File: src/hdl/sync_crc_packet_deframer_top_macros.svh
// Assertion helpers for the packet deframer
`ifndef SYNC_CRC_PACKET_DEFRAMER_TOP_MACROS_SVH
`define SYNC_CRC_PACKET_DEFRAMER_TOP_MACROS_SVH
`ifndef SYNTH
`define SCPD_ASSERT_IMPL(label, clk, rst_n, antecedent, consequent, msg) \
    label: assert property (@(posedge clk) disable iff (!rst_n) \
        (antecedent) |-> (consequent)) else $error(msg);
`define SCPD_ASSERT_NEXT(label, clk, rst_n, antecedent, consequent, msg) \
    label: assert property (@(posedge clk) disable iff (!rst_n) \
        (antecedent) |=> (consequent)) else $error(msg);
`else
`define SCPD_ASSERT_IMPL(label, clk, rst_n, antecedent, consequent, msg)
`define SCPD_ASSERT_NEXT(label, clk, rst_n, antecedent, consequent, msg)
`endif
`endif

File: src/hdl/scpd_pkg.sv
`default_nettype none
package scpd_pkg;
    localparam int LENGTH_BITS = 32;
    localparam logic [31:0] CRC_POLY = 32'hEDB88320;
    localparam logic [31:0] CRC_ALL = 32'hFFFFFFFF;
    localparam logic [31:0] SYNC_NTSC_RESET = 32'hE3537A1F;
    localparam logic [31:0] SYNC_PAL_RESET = 32'hD193A745;
    localparam logic [7:0] TYPE_AUDIO = 8'h24;
    localparam logic [7:0] TYPE_GOP = 8'h12;
    localparam logic [7:0] TYPE_IFRAME = 8'h10;
    localparam logic [3:0] CRC_SPAN = 4'd12;

    localparam logic [0:0] REG_SYNC_NTSC = 1'b0;
    localparam logic [0:0] REG_SYNC_PAL = 1'b1;

    typedef enum logic [3:0] {
        PH_HUNT, PH_HEADER, PH_TIME, PH_AVTYPE, PH_ASUB,
        PH_ADATA, PH_VTYPE, PH_GOPHDR, PH_VDATA, PH_SKIP
    } phase_t;

    typedef enum logic [2:0] {
        ST_OK, ST_SYNC_LOST, ST_SHORT, ST_AUDIO_OVERRUN, ST_GOP_SHORT, ST_GOP_OVERRUN
    } status_t;

    typedef struct packed {
        logic [63:0] timecode;
        logic        payload_last;
        logic [2:0]  status;
        logic        crc_ok;
        logic [31:0] packet_length;
        logic [7:0]  header_flags;
        logic [7:0]  frame_rate;
        logic        is_pal;
        logic        header_done;
        logic [3:0]  byte_role;
        logic [7:0]  byte_echo;
    } result_t;

    function automatic logic [31:0] crc_byte(input logic [31:0] crc, input logic [7:0] b);
        logic [31:0] c;
        c = crc ^ {24'd0, b};
        for (int k = 0; k < 8; k++)
            c = c[0] ? ((c >> 1) ^ CRC_POLY) : (c >> 1);
        return c;
    endfunction
endpackage
`default_nettype wire

File: src/hdl/scpd_parser.sv
`default_nettype none
module scpd_parser
    import scpd_pkg::*;
(
    input  wire logic        aclk,
    input  wire logic        aresetn,
    input  wire logic        step,
    input  wire logic [7:0]  b,
    input  wire logic [31:0] sync_ntsc,
    input  wire logic [31:0] sync_pal,
    output result_t          res
);
    localparam logic [LENGTH_BITS-1:0] LEN_MASK = {LENGTH_BITS{1'b1}};

    logic [31:0] win_reg, win_next;
    logic [2:0]  fill_reg, fill_next;
    phase_t      ph_reg, ph_next;
    logic [3:0]  fc_reg, fc_next;
    logic [31:0] crc_reg, crc_next;
    logic [63:0] acc_reg, acc_next;
    logic [31:0] len_reg, len_next;
    logic [31:0] off_reg, off_next;
    logic [31:0] rem_reg, rem_next;
    logic [47:0] cap_reg, cap_next;

    logic [32:0] o1, len33, cs33;
    logic [31:0] sw, cs;
    logic [3:0]  idx;

    always_comb begin
        win_next = win_reg; fill_next = fill_reg; ph_next = ph_reg; fc_next = fc_reg;
        crc_next = crc_reg; acc_next = acc_reg; len_next = len_reg; off_next = off_reg;
        rem_next = rem_reg; cap_next = cap_reg;
        res = '0;
        res.byte_echo = b;
        idx = fc_reg;
        o1 = {1'b0, off_reg} + 33'd1;
        len33 = {1'b0, len_reg};
        sw = cap_reg[47:16];
        cs = acc_reg[31:0];
        cs33 = o1 + {1'b0, cs};
        case (ph_reg)
            PH_HUNT: begin
                win_next = {win_reg[23:0], b};
                if (fill_reg < 3'd4) fill_next = fill_reg + 3'd1;
                if (fill_next >= 3'd4 && (win_next == sync_ntsc || win_next == sync_pal)) begin
                    crc_next = crc_byte(crc_byte(crc_byte(crc_byte(CRC_ALL,
                        win_next[31:24]), win_next[23:16]), win_next[15:8]), win_next[7:0]);
                    cap_next = {16'd0, win_next};
                    fc_next = 4'd4;
                    acc_next = '0;
                    ph_next = PH_HEADER;
                    res.byte_role = PH_HEADER;
                end
            end
            PH_HEADER: begin
                res.byte_role = PH_HEADER;
                if (idx < CRC_SPAN) crc_next = crc_byte(crc_reg, b);
                if (idx < 4'd6) cap_next = {cap_reg[39:0], b};
                if (idx == 4'd8 || idx == 4'd12) acc_next = {56'd0, b};
                else if (idx > 4'd8)
                    acc_next = acc_reg | ({56'd0, b} << {idx[1:0], 3'd0});
                if (idx == 4'd11) len_next = acc_next[31:0] & 32'(LEN_MASK);
                if (idx < 4'd15) fc_next = idx + 4'd1;
                else if (sw != sync_ntsc && sw != sync_pal) begin
                    res.status = ST_SYNC_LOST;
                    ph_next = PH_HUNT; win_next = '0; fill_next = '0; fc_next = '0;
                end else begin
                    res.header_done = 1'b1;
                    res.is_pal = (sw != sync_ntsc);
                    res.frame_rate = cap_reg[15:8];
                    res.header_flags = cap_reg[7:0];
                    res.packet_length = len_reg;
                    res.crc_ok = ((crc_reg ^ CRC_ALL) == acc_next[31:0]);
                    off_next = '0; fc_next = '0;
                    if (len_reg == 32'd0) begin
                        res.status = ST_SHORT;
                        ph_next = PH_HEADER; crc_next = CRC_ALL; cap_next = '0; acc_next = '0;
                    end else if (len_reg < 32'd8) begin
                        res.status = ST_SHORT; ph_next = PH_SKIP;
                    end else ph_next = PH_TIME;
                end
            end
            default: begin
                res.byte_role = PH_SKIP;
                case (ph_reg)
                    PH_TIME: begin
                        res.byte_role = PH_TIME;
                        if (idx[2:0] == 3'd0) acc_next = {56'd0, b};
                        else acc_next = acc_reg | ({56'd0, b} << {idx[2:0], 3'd0});
                        if (idx[2:0] == 3'd7) begin
                            res.timecode = acc_next; ph_next = PH_AVTYPE;
                        end else fc_next = {1'b0, idx[2:0] + 3'd1};
                    end
                    PH_AVTYPE, PH_VTYPE: begin
                        if (ph_reg == PH_AVTYPE && b == TYPE_AUDIO) begin
                            res.byte_role = PH_AVTYPE;
                            if (o1 + 33'd6 > len33) ph_next = PH_VTYPE;
                            else begin ph_next = PH_ASUB; fc_next = '0; end
                        end else begin
                            res.byte_role = PH_VTYPE;
                            if (b == TYPE_GOP) begin
                                if (o1 + 33'd5 > len33) begin
                                    res.status = ST_GOP_SHORT; ph_next = PH_SKIP;
                                end else begin ph_next = PH_GOPHDR; fc_next = '0; end
                            end else if (b == TYPE_IFRAME) begin
                                rem_next = (len33 > o1) ? 32'(len33 - o1) : 32'd0;
                                ph_next = PH_VDATA;
                            end else ph_next = PH_SKIP;
                        end
                    end
                    PH_ASUB, PH_GOPHDR: begin
                        logic [3:0] base;
                        base = (ph_reg == PH_ASUB) ? 4'd2 : 4'd1;
                        res.byte_role = ph_reg;
                        if (idx == base) acc_next = {56'd0, b};
                        else if (idx > base)
                            acc_next = acc_reg | ({56'd0, b} << {2'(idx - base), 3'd0});
                        cs = acc_next[31:0];
                        cs33 = o1 + {1'b0, cs};
                        if (idx >= base + 4'd3) begin
                            if (cs33 > len33) begin
                                res.status = (ph_reg == PH_ASUB) ? ST_AUDIO_OVERRUN
                                                                 : ST_GOP_OVERRUN;
                                ph_next = (ph_reg == PH_ASUB) ? PH_VTYPE : PH_SKIP;
                            end else if (cs == 32'd0)
                                ph_next = (ph_reg == PH_ASUB) ? PH_AVTYPE : PH_SKIP;
                            else begin
                                rem_next = cs;
                                ph_next = (ph_reg == PH_ASUB) ? PH_ADATA : PH_VDATA;
                            end
                        end else fc_next = idx + 4'd1;
                    end
                    PH_ADATA, PH_VDATA: begin
                        res.byte_role = ph_reg;
                        if (rem_reg != 32'd0) rem_next = rem_reg - 32'd1;
                        if (rem_next == 32'd0)
                            ph_next = (ph_reg == PH_ADATA) ? PH_AVTYPE : PH_SKIP;
                    end
                    default: ;
                endcase
                if (o1 >= len33) begin
                    res.payload_last = 1'b1;
                    off_next = '0;
                    ph_next = PH_HEADER; fc_next = '0; crc_next = CRC_ALL;
                    cap_next = '0; acc_next = '0;
                end else off_next = o1[31:0];
            end
        endcase
    end

    always_ff @(posedge aclk) begin
        if (!aresetn) begin
            win_reg <= '0; fill_reg <= '0; ph_reg <= PH_HUNT; fc_reg <= '0;
            crc_reg <= CRC_ALL; acc_reg <= '0; len_reg <= '0; off_reg <= '0;
            rem_reg <= '0; cap_reg <= '0;
        end else if (step) begin
            win_reg <= win_next; fill_reg <= fill_next; ph_reg <= ph_next;
            fc_reg <= fc_next; crc_reg <= crc_next; acc_reg <= acc_next;
            len_reg <= len_next; off_reg <= off_next; rem_reg <= rem_next;
            cap_reg <= cap_next;
        end
    end
endmodule
`default_nettype wire

File: src/hdl/sync_crc_packet_deframer_top.sv
`default_nettype none
// Sync-word packet deframer: one result per input byte, one byte per clock
// sustained. A byte accepted on s_ is classified by the parser in the same
// cycle and its result lands in a single output register, which may be
// reloaded while it drains, so throughput is one transfer per cycle unless
// m_tready stalls. Configuration writes are taken only while the block is idle.
`include "sync_crc_packet_deframer_top_macros.svh"
module sync_crc_packet_deframer_top
    import scpd_pkg::*;
(
    input  wire logic         aclk,
    input  wire logic         aresetn,
    input  wire logic         s_tvalid,
    output logic              s_tready,
    input  wire logic [7:0]   s_tdata,   // [7:0] stream_byte
    output logic              m_tvalid,
    input  wire logic         m_tready,
    // [7:0] byte_echo, [11:8] byte_role, [12] header_done, [13] is_pal,
    // [21:14] frame_rate, [29:22] header_flags, [61:30] packet_length,
    // [62] crc_ok, [65:63] status, [129:66] timecode, [135:130] zero
    output logic [135:0]      m_tdata,
    output logic              m_tlast,   // payload_last
    input  wire logic         cfg_valid,
    output logic              cfg_ready,
    input  wire logic [0:0]   cfg_index,
    input  wire logic [31:0]  cfg_data
);
    logic [31:0] ntsc_reg, pal_reg;
    logic        step, vld_reg;
    result_t     res, out_reg;

    assign s_tready = !vld_reg || m_tready;
    assign step = s_tvalid && s_tready;
    // hold off writes while a byte is offered or a result is still waiting
    assign cfg_ready = !vld_reg && !s_tvalid;

    scpd_parser u_parser (
        .aclk(aclk), .aresetn(aresetn), .step(step), .b(s_tdata),
        .sync_ntsc(ntsc_reg), .sync_pal(pal_reg), .res(res)
    );

    always_ff @(posedge aclk) begin
        if (!aresetn) begin
            ntsc_reg <= SYNC_NTSC_RESET;
            pal_reg <= SYNC_PAL_RESET;
        end else if (cfg_valid && cfg_ready) begin
            case (cfg_index)
                REG_SYNC_NTSC: ntsc_reg <= cfg_data;
                REG_SYNC_PAL: pal_reg <= cfg_data;
                default: ;
            endcase
        end
    end

    always_ff @(posedge aclk) begin
        if (!aresetn) vld_reg <= 1'b0;
        else if (s_tready) vld_reg <= s_tvalid;
    end

    always_ff @(posedge aclk) begin
        if (step) out_reg <= res;
    end

    assign m_tvalid = vld_reg;
    assign m_tlast = out_reg.payload_last;
    assign m_tdata = {6'd0, out_reg.timecode, out_reg.status, out_reg.crc_ok,
                      out_reg.packet_length, out_reg.header_flags, out_reg.frame_rate,
                      out_reg.is_pal, out_reg.header_done, out_reg.byte_role,
                      out_reg.byte_echo};

    `SCPD_ASSERT_NEXT(a_hold, aclk, aresetn, m_tvalid && !m_tready, m_tvalid, "result dropped")
    `SCPD_ASSERT_NEXT(a_load, aclk, aresetn, step, m_tvalid && m_tdata[7:0] == $past(s_tdata), "echo mismatch")
    `SCPD_ASSERT_IMPL(a_hdr, aclk, aresetn, m_tvalid && m_tdata[12], m_tdata[11:8] == 4'd1, "header_done off header")
endmodule
`default_nettype wire
File: config.mk
export PLATFORM = sky130hd
export DESIGN_NAME = sync_crc_packet_deframer_top
export DESIGN_NICKNAME = d
export VERILOG_FILES = /design/src/hdl/scpd_pkg.sv /design/src/hdl/scpd_parser.sv /design/src/hdl/sync_crc_packet_deframer_top.sv
export VERILOG_INCLUDE_DIRS = /design/src /design/src/hdl
export SDC_FILE = /design/constraint.sdc
export NUM_CORES = 2
export LEC_CHECK = 0
export ABC_AREA = 1
export BUFFER_PORTS_ARGS = -buffer_cell sky130_fd_sc_hd__clkbuf_2
export CAP_MARGIN = 20
export CORE_MARGIN = 2
export CORE_UTILIZATION = 40
export DETAILED_ROUTE_END_ITERATION = 10
export PLACE_DENSITY = 0.6
export SYNTH_ARGS = -nofsm -noshare
export SYNTH_HDL_FRONTEND = slang
export SYNTH_SLANG_ARGS = --single-unit
File: constraint.sdc
create_clock -name aclk -period 7.3 [get_ports aclk]
set_clock_uncertainty 0.15 [all_clocks]
set_input_delay 0.73 -clock aclk [delete_from_list [all_inputs] [get_ports aclk]]
set_output_delay 0.73 -clock aclk [all_outputs]
set_load 0.02 [all_outputs]
# [Word level (Yosys, flattened, before mapping)]
# Cells that the tools add are included.
[classes] magnitude_cmp=14 eq_ne=40 n_reduce_logical=42 n_shift=3 add_sub_neg=11 bitwise_logic=55 muxes=144
[op_table] cell="$mux W32" count=59
[op_table] cell="$mux W64" count=13
[op_table] cell="$not A13 Y14" count=40
[op_table] cell="$mux W48" count=6
[op_table] cell="$pmux W64 S2" count=2
[op_table] cell="$or A64 B64 Y64" count=3
[op_table] cell="$pmux W32 S2" count=2
[op_table] cell="$shl A8 B5 Y64" count=2
[op_table] cell="$xor A32 B8 Y32" count=4
[op_table] cell="$mux W4" count=27
[op_table] cell="$gt A33 B32 Y1" count=3
[op_table] cell="$eq A32 B32 Y1" count=3
[op_table] cell="$logic_not A32 Y1" count=3
[op_table] cell="$pmux W32 S3" count=1
[op_table] cell="$pmux W48 S2" count=1
[op_table] cell="$add A33 B3 Y33 const B" count=2
[op_table] cell="$ne A32 B32 Y1" count=2
[op_table] cell="$shl A8 B6 Y64" count=1
[op_table] cell="$mux W54" count=1
[op_table] cell="$mux W51" count=1
[op_table] cell="$mux W24" count=2
[op_table] cell="$pmux W24 S2" count=1
[op_table] cell="$mux W3" count=13
[op_table] cell="$add A32 B1 Y33 const B" count=1
[op_table] cell="other kinds (62)" count=116
[totals] ff_bits=471 in_bits=46 out_inout_bits=140

# [Depth between registers and ports, before layout]
[logic_depth] word_depth=70 ltp_mapped=52

# [By module]
# A second synthesis with hierarchy kept.
[unflattened] hier_cells=5948 hier_area_um2=39298.9
[by_module_without_submodules] module="scpd_parser" cells_per_inst=5401 area_each_um2=32449.9 seq_area_each_um2=5505.3 instances=1
[by_module_without_submodules] module="sync_crc_packet_deframer_top" cells_per_inst=547 area_each_um2=6849.1 seq_area_each_um2=5235.0 instances=1

# [Least setup slack after synthesis]
# OpenSTA, ideal clock, no wires.
[synth_timing] path_kind="register to register" from="reg u_parser.ph_reg[2]" to="reg u_parser.rem_reg[12]" setup_slack_ns=0.503 t_arrival_ns=6.532 stages_incl_launch_ff=44 required_ns=7.034 path_buffers=2 cell_sequence="dfxtp_1 -> inv_1 -> nor2_1 -> inv_1 -> nor2_1 -> inv_1 -> ha_1 -> inv_1 -> fa_1 -> clkinv_1 -> clkbuf_1 -> nand4_1 -> a31oi_1 -> ha_1 -> inv_1 -> fa_1 -> nor2_1 -> a211oi_1 -> [... 8 more ...] -> nand2_1 -> xor2_1 -> ha_1 -> nand2_1 -> nor2_1 -> a211oi_1 -> nand2_1 -> nand2_1 -> nand2_1 -> nand2_1 -> nand2_1 -> nand2_1 -> nand3_2 -> nand2_2 -> nand2_2 -> buf_4 -> o21ai_0 -> nor2_1"
[synth_via] elab_chain_len=13 elab_cells_between_ends=41 classes_between="add/sub (3); order compare (3); eq/ne (14); shift (1); mux (9); bitwise (2); reduce/logical (9)"
[synth_lines] item="start, declared" line="scpd_parser.sv:17" source="phase_t ph_reg, ph_next;"
[synth_lines] item="start signal, assigned" line="scpd_parser.sv:158" source="win_reg <= win_next; fill_reg <= fill_next; ph_reg <= ph_next;"
[synth_lines] item="$eq A4 B3 Y1" line="scpd_parser.sv:86, scpd_parser.sv:114"
[synth_lines] item="$mux W2" line="scpd_parser.sv:114" source="base = (ph_reg == PH_ASUB) ? 4'd2 : 4'd1;"
[synth_lines] item="$sub A2 B2 Y2" line="scpd_parser.sv:118" source="acc_next = acc_reg | ({56'd0, b} << {2'(idx - base), 3'd0});"
[synth_lines] item="$shl A8 B5 Y64" line="scpd_parser.sv:118"
[synth_lines] item="$or A64 B64 Y64" line="scpd_parser.sv:118"
[synth_lines] item="$mux W64" line="scpd_parser.sv:117" source="else if (idx > base)"
[synth_lines] item="$mux W64" line="scpd_parser.sv:116" source="if (idx == base) acc_next = {56'd0, b};"
[synth_lines] item="$mux W64" line="scpd_parser.sv:86" source="case (ph_reg)"
[synth_lines] item="$mux W64" line="scpd_parser.sv:42" source="case (ph_reg)"
[synth_lines] item="$add A33 B32 Y33 / $mux W32 (equally long branches)" line="scpd_parser.sv:120, scpd_parser.sv:126"
[synth_lines] item="$gt A33 B32 Y1 / $mux W32 (equally long branches)" line="scpd_parser.sv:122" source="if (cs33 > len33) begin"
[synth_lines] item="$ne A2 B2 Y1 (no source line) / $mux W32 (equally long branches)"
[synth_lines] item="$reduce_and A9 Y1 (no source line) / $pmux W32 S3 (equally long branches)"
[synth_lines] item="end signal, assigned" line="scpd_parser.sv:160" source="len_reg <= len_next; off_reg <= off_next; rem_reg <= rem_next;"
[synth_lines] item="end, declared" line="scpd_parser.sv:23" source="logic [31:0] rem_reg, rem_next;"
# Several ways; a longest one is shown, not always the timed one. The select of a mux whose other input is x is not followed.
# A chain may end at the register's enable or synchronous reset.

# [Final worst setup path]
# Same ends and word-level chain as after synthesis.

==> reports/qor.csv <==
metric,value,unit
Worst-Skew Late Latency,0.71,ns
outcome,"finished, final reports clean",
starting density of the core,40.4,%
Slew @ Worst Pin,1.15,ns
drt pass-1 iters,6,
Post-Syn Area,38400,µm²
Tcrit/Tclk final,92.3,%
Vias/cell,5.64,
Pins Over Slew Limit,0,
CP startpoint kind,register,
Final Util,44.7,%
total grt overflow,0,
hold_buf cts,0,
largest net degree at the start of global routing,85,
RSZ-0062 raised after global routing,false,
# DRC,0,
GP Congestion,1.00,
Clock transition at path regs,0.06,ns
max incr delay on CP,0.46,ns
deepest clock path buffer count,3,
crit-path max FO,32,
DR vias,40100,
min Tclk post-route,6.74,ns
MaxCap Viol Count,0,
CTS Buf Count,56,
Die Span X,314,µm
nets,6015,
Routed WL,158000,µm
overall global routing resource usage,31.2,%
"EDFF count, synth",131,
max FFs per register,130,
crit path kind,reg -> reg,
mean post-synth cell area,6.71,µm²
total core area,95000,µm²
initial antenna violation count,3,
Yosys reg bits,471,
synthesis-to-layout area growth,10.8,%
Sink Count,471,
crit-path leading delay family,simple AND/OR/NAND/NOR gates,
antenna-violating nets left,0,
Initial DRC Count,4192,
CTS tree,built,
vias in the first global route,36700,
post-synth cell types,71,
Die Height,314,µm
final non-filler cell total,7106,
root buffer cell,clkbuf_16,
WP data required,7.70,ns
cell count after synthesis,5718,
synth warn,0,
Routed WL per cell,22.3,µm
# setup viols final,0,
share of cells above drive strength 1,10.0,%
"Hold Vio Cnt, Final",0,
Ports,186,
Rel. slew slack,23.6,%
crit path buf inv count,10,
first-pass GRT wire length,234000,µm
Setup crit end kind,register,
ys async rst share,0,%
worst hold path class,in -> reg,
"Top FF cell, synth",dfxtp_1,
dpl ws,0.114,ns
Core Rows,113,
Die ar.,98400,µm²
fin worst setup slack,0.562,ns
Inst Count DP,6998,
register area share after synthesis,28.0,%
PortBufs,179,
HPWL reported at the end of detailed placement,121000,µm
Crit path top cell by count,nand2_1,
setup TNS,0,ns
CP max stage cell,fa_1,
fmax,0.148,GHz
# Post-CTS Setup Buffers,0,
htree depth,2,
WP data arrival,7.13,ns
fill count,9878,
-- layer usage --
| metal | part of all wire, % | global-route usage [%] | up-vias | wire [µm] |
|---|---|---|---|---|
| met3 | 7.4 | 4.52 | 372 | 11600 |
| met2 | 46 | 51.1 | 1806 | 72900 |
| met4 | 5.2 | 15.0 | 0 | 8170 |
| li1 | - | - | 19100 | - |
| met5 | 0 | 0 | - | 0 |
| met1 | 41 | 40.2 | 18800 | 65500 |
-- cell families after synthesis --
kind of cell | share of synthesized area [%]
fa+ha+maj | 5.83
buf+inv | 9.11
simple gates | 30.7
other cells | 0.00978
xor+xnor | 9.75
compound gates | 16.6
flops | 28.0
-- synth_stat cells, types with 83 or more instances --
cell / n / share of area [%]
nand3_1: 326 / 4.3
a21oi_1: 362 / 4.7
clkbuf_1: 156 / 1.5
nand2_1: 1397 / 14
xor2_1: 247 / 5.6
nand4_1: 99 / 1.6
nor3_1: 83 / 1.1
dfxtp_1: 340 / 18
nor2_1: 580 / 5.7
inv_1: 558 / 5.5
xnor2_1: 152 / 3.5
edfxtp_1: 131 / 10
o21ai_0: 370 / 4.8
ha_1: 174 / 5.7
-- cell usage in the layout, fill, tap and decap left out, drive strengths merged, types with 95 or more instances in the layout --
master,n
edfxtp,131
buf,95
nor2,596
nand2,1482
dfxtp,340
xnor2,158
ha,174
nand3,341
clkbuf,246
a21oi,363
o21ai,381
nand4,100
inv,587
xor2,254
-- worst paths after layout --
path                                             end                 start  slack [ns]  cells past startpoint
worst max-delay path            u_parser.rem_reg[12]    u_parser.ph_reg[2]        0.56                     45
worst min-delay path                     pal_reg[20]          cfg_data[20]        0.09                      3
worst max register to register  u_parser.rem_reg[12]    u_parser.ph_reg[2]        0.56                     45
worst min register to register  u_parser.crc_reg[26]  u_parser.crc_reg[26]        0.32                      2
-- timing repair --
item	4_1_cts	5_1_grt
endpoints found under the hold margin	0	0
endpoints found under the setup margin	0	38
resized for setup	0	21
-- metrics by stage --
step                cell area (µm²)  hold WS, ns
floorplan                     38400        0.292
global placement              40400        0.306
detailed placement            40400        0.306
CTS                           42400       0.0575
global route                  42500       0.0920
finish                        42500       0.0871
-- layout make-up --
cell class              instances  area [µm²]  area share (%)
flip-flops and latches        471       10700            25.3
multi-input cells            4394       24200            57.1
diodes                          1        2.50         0.00589
well taps                    1265        1580            3.72
repair buffers                273        1660            3.91
clock inverters                38         549            1.29
clock buffers                  68        1460            3.43
inverters                     596        2250            5.30
-- worst reg2reg max path: cells and delay by family (launching register included) --
family          cells  cell delay, ns
compound gates      9            1.42
flops               1            0.38
simple gates       20            1.83
buf+inv            10            1.14
fa+ha+maj           5            1.49
xor+xnor            1            0.16
Power is not shown: default switching activity piles up to over one toggle a cycle in this logic, so the estimate is an artifact.
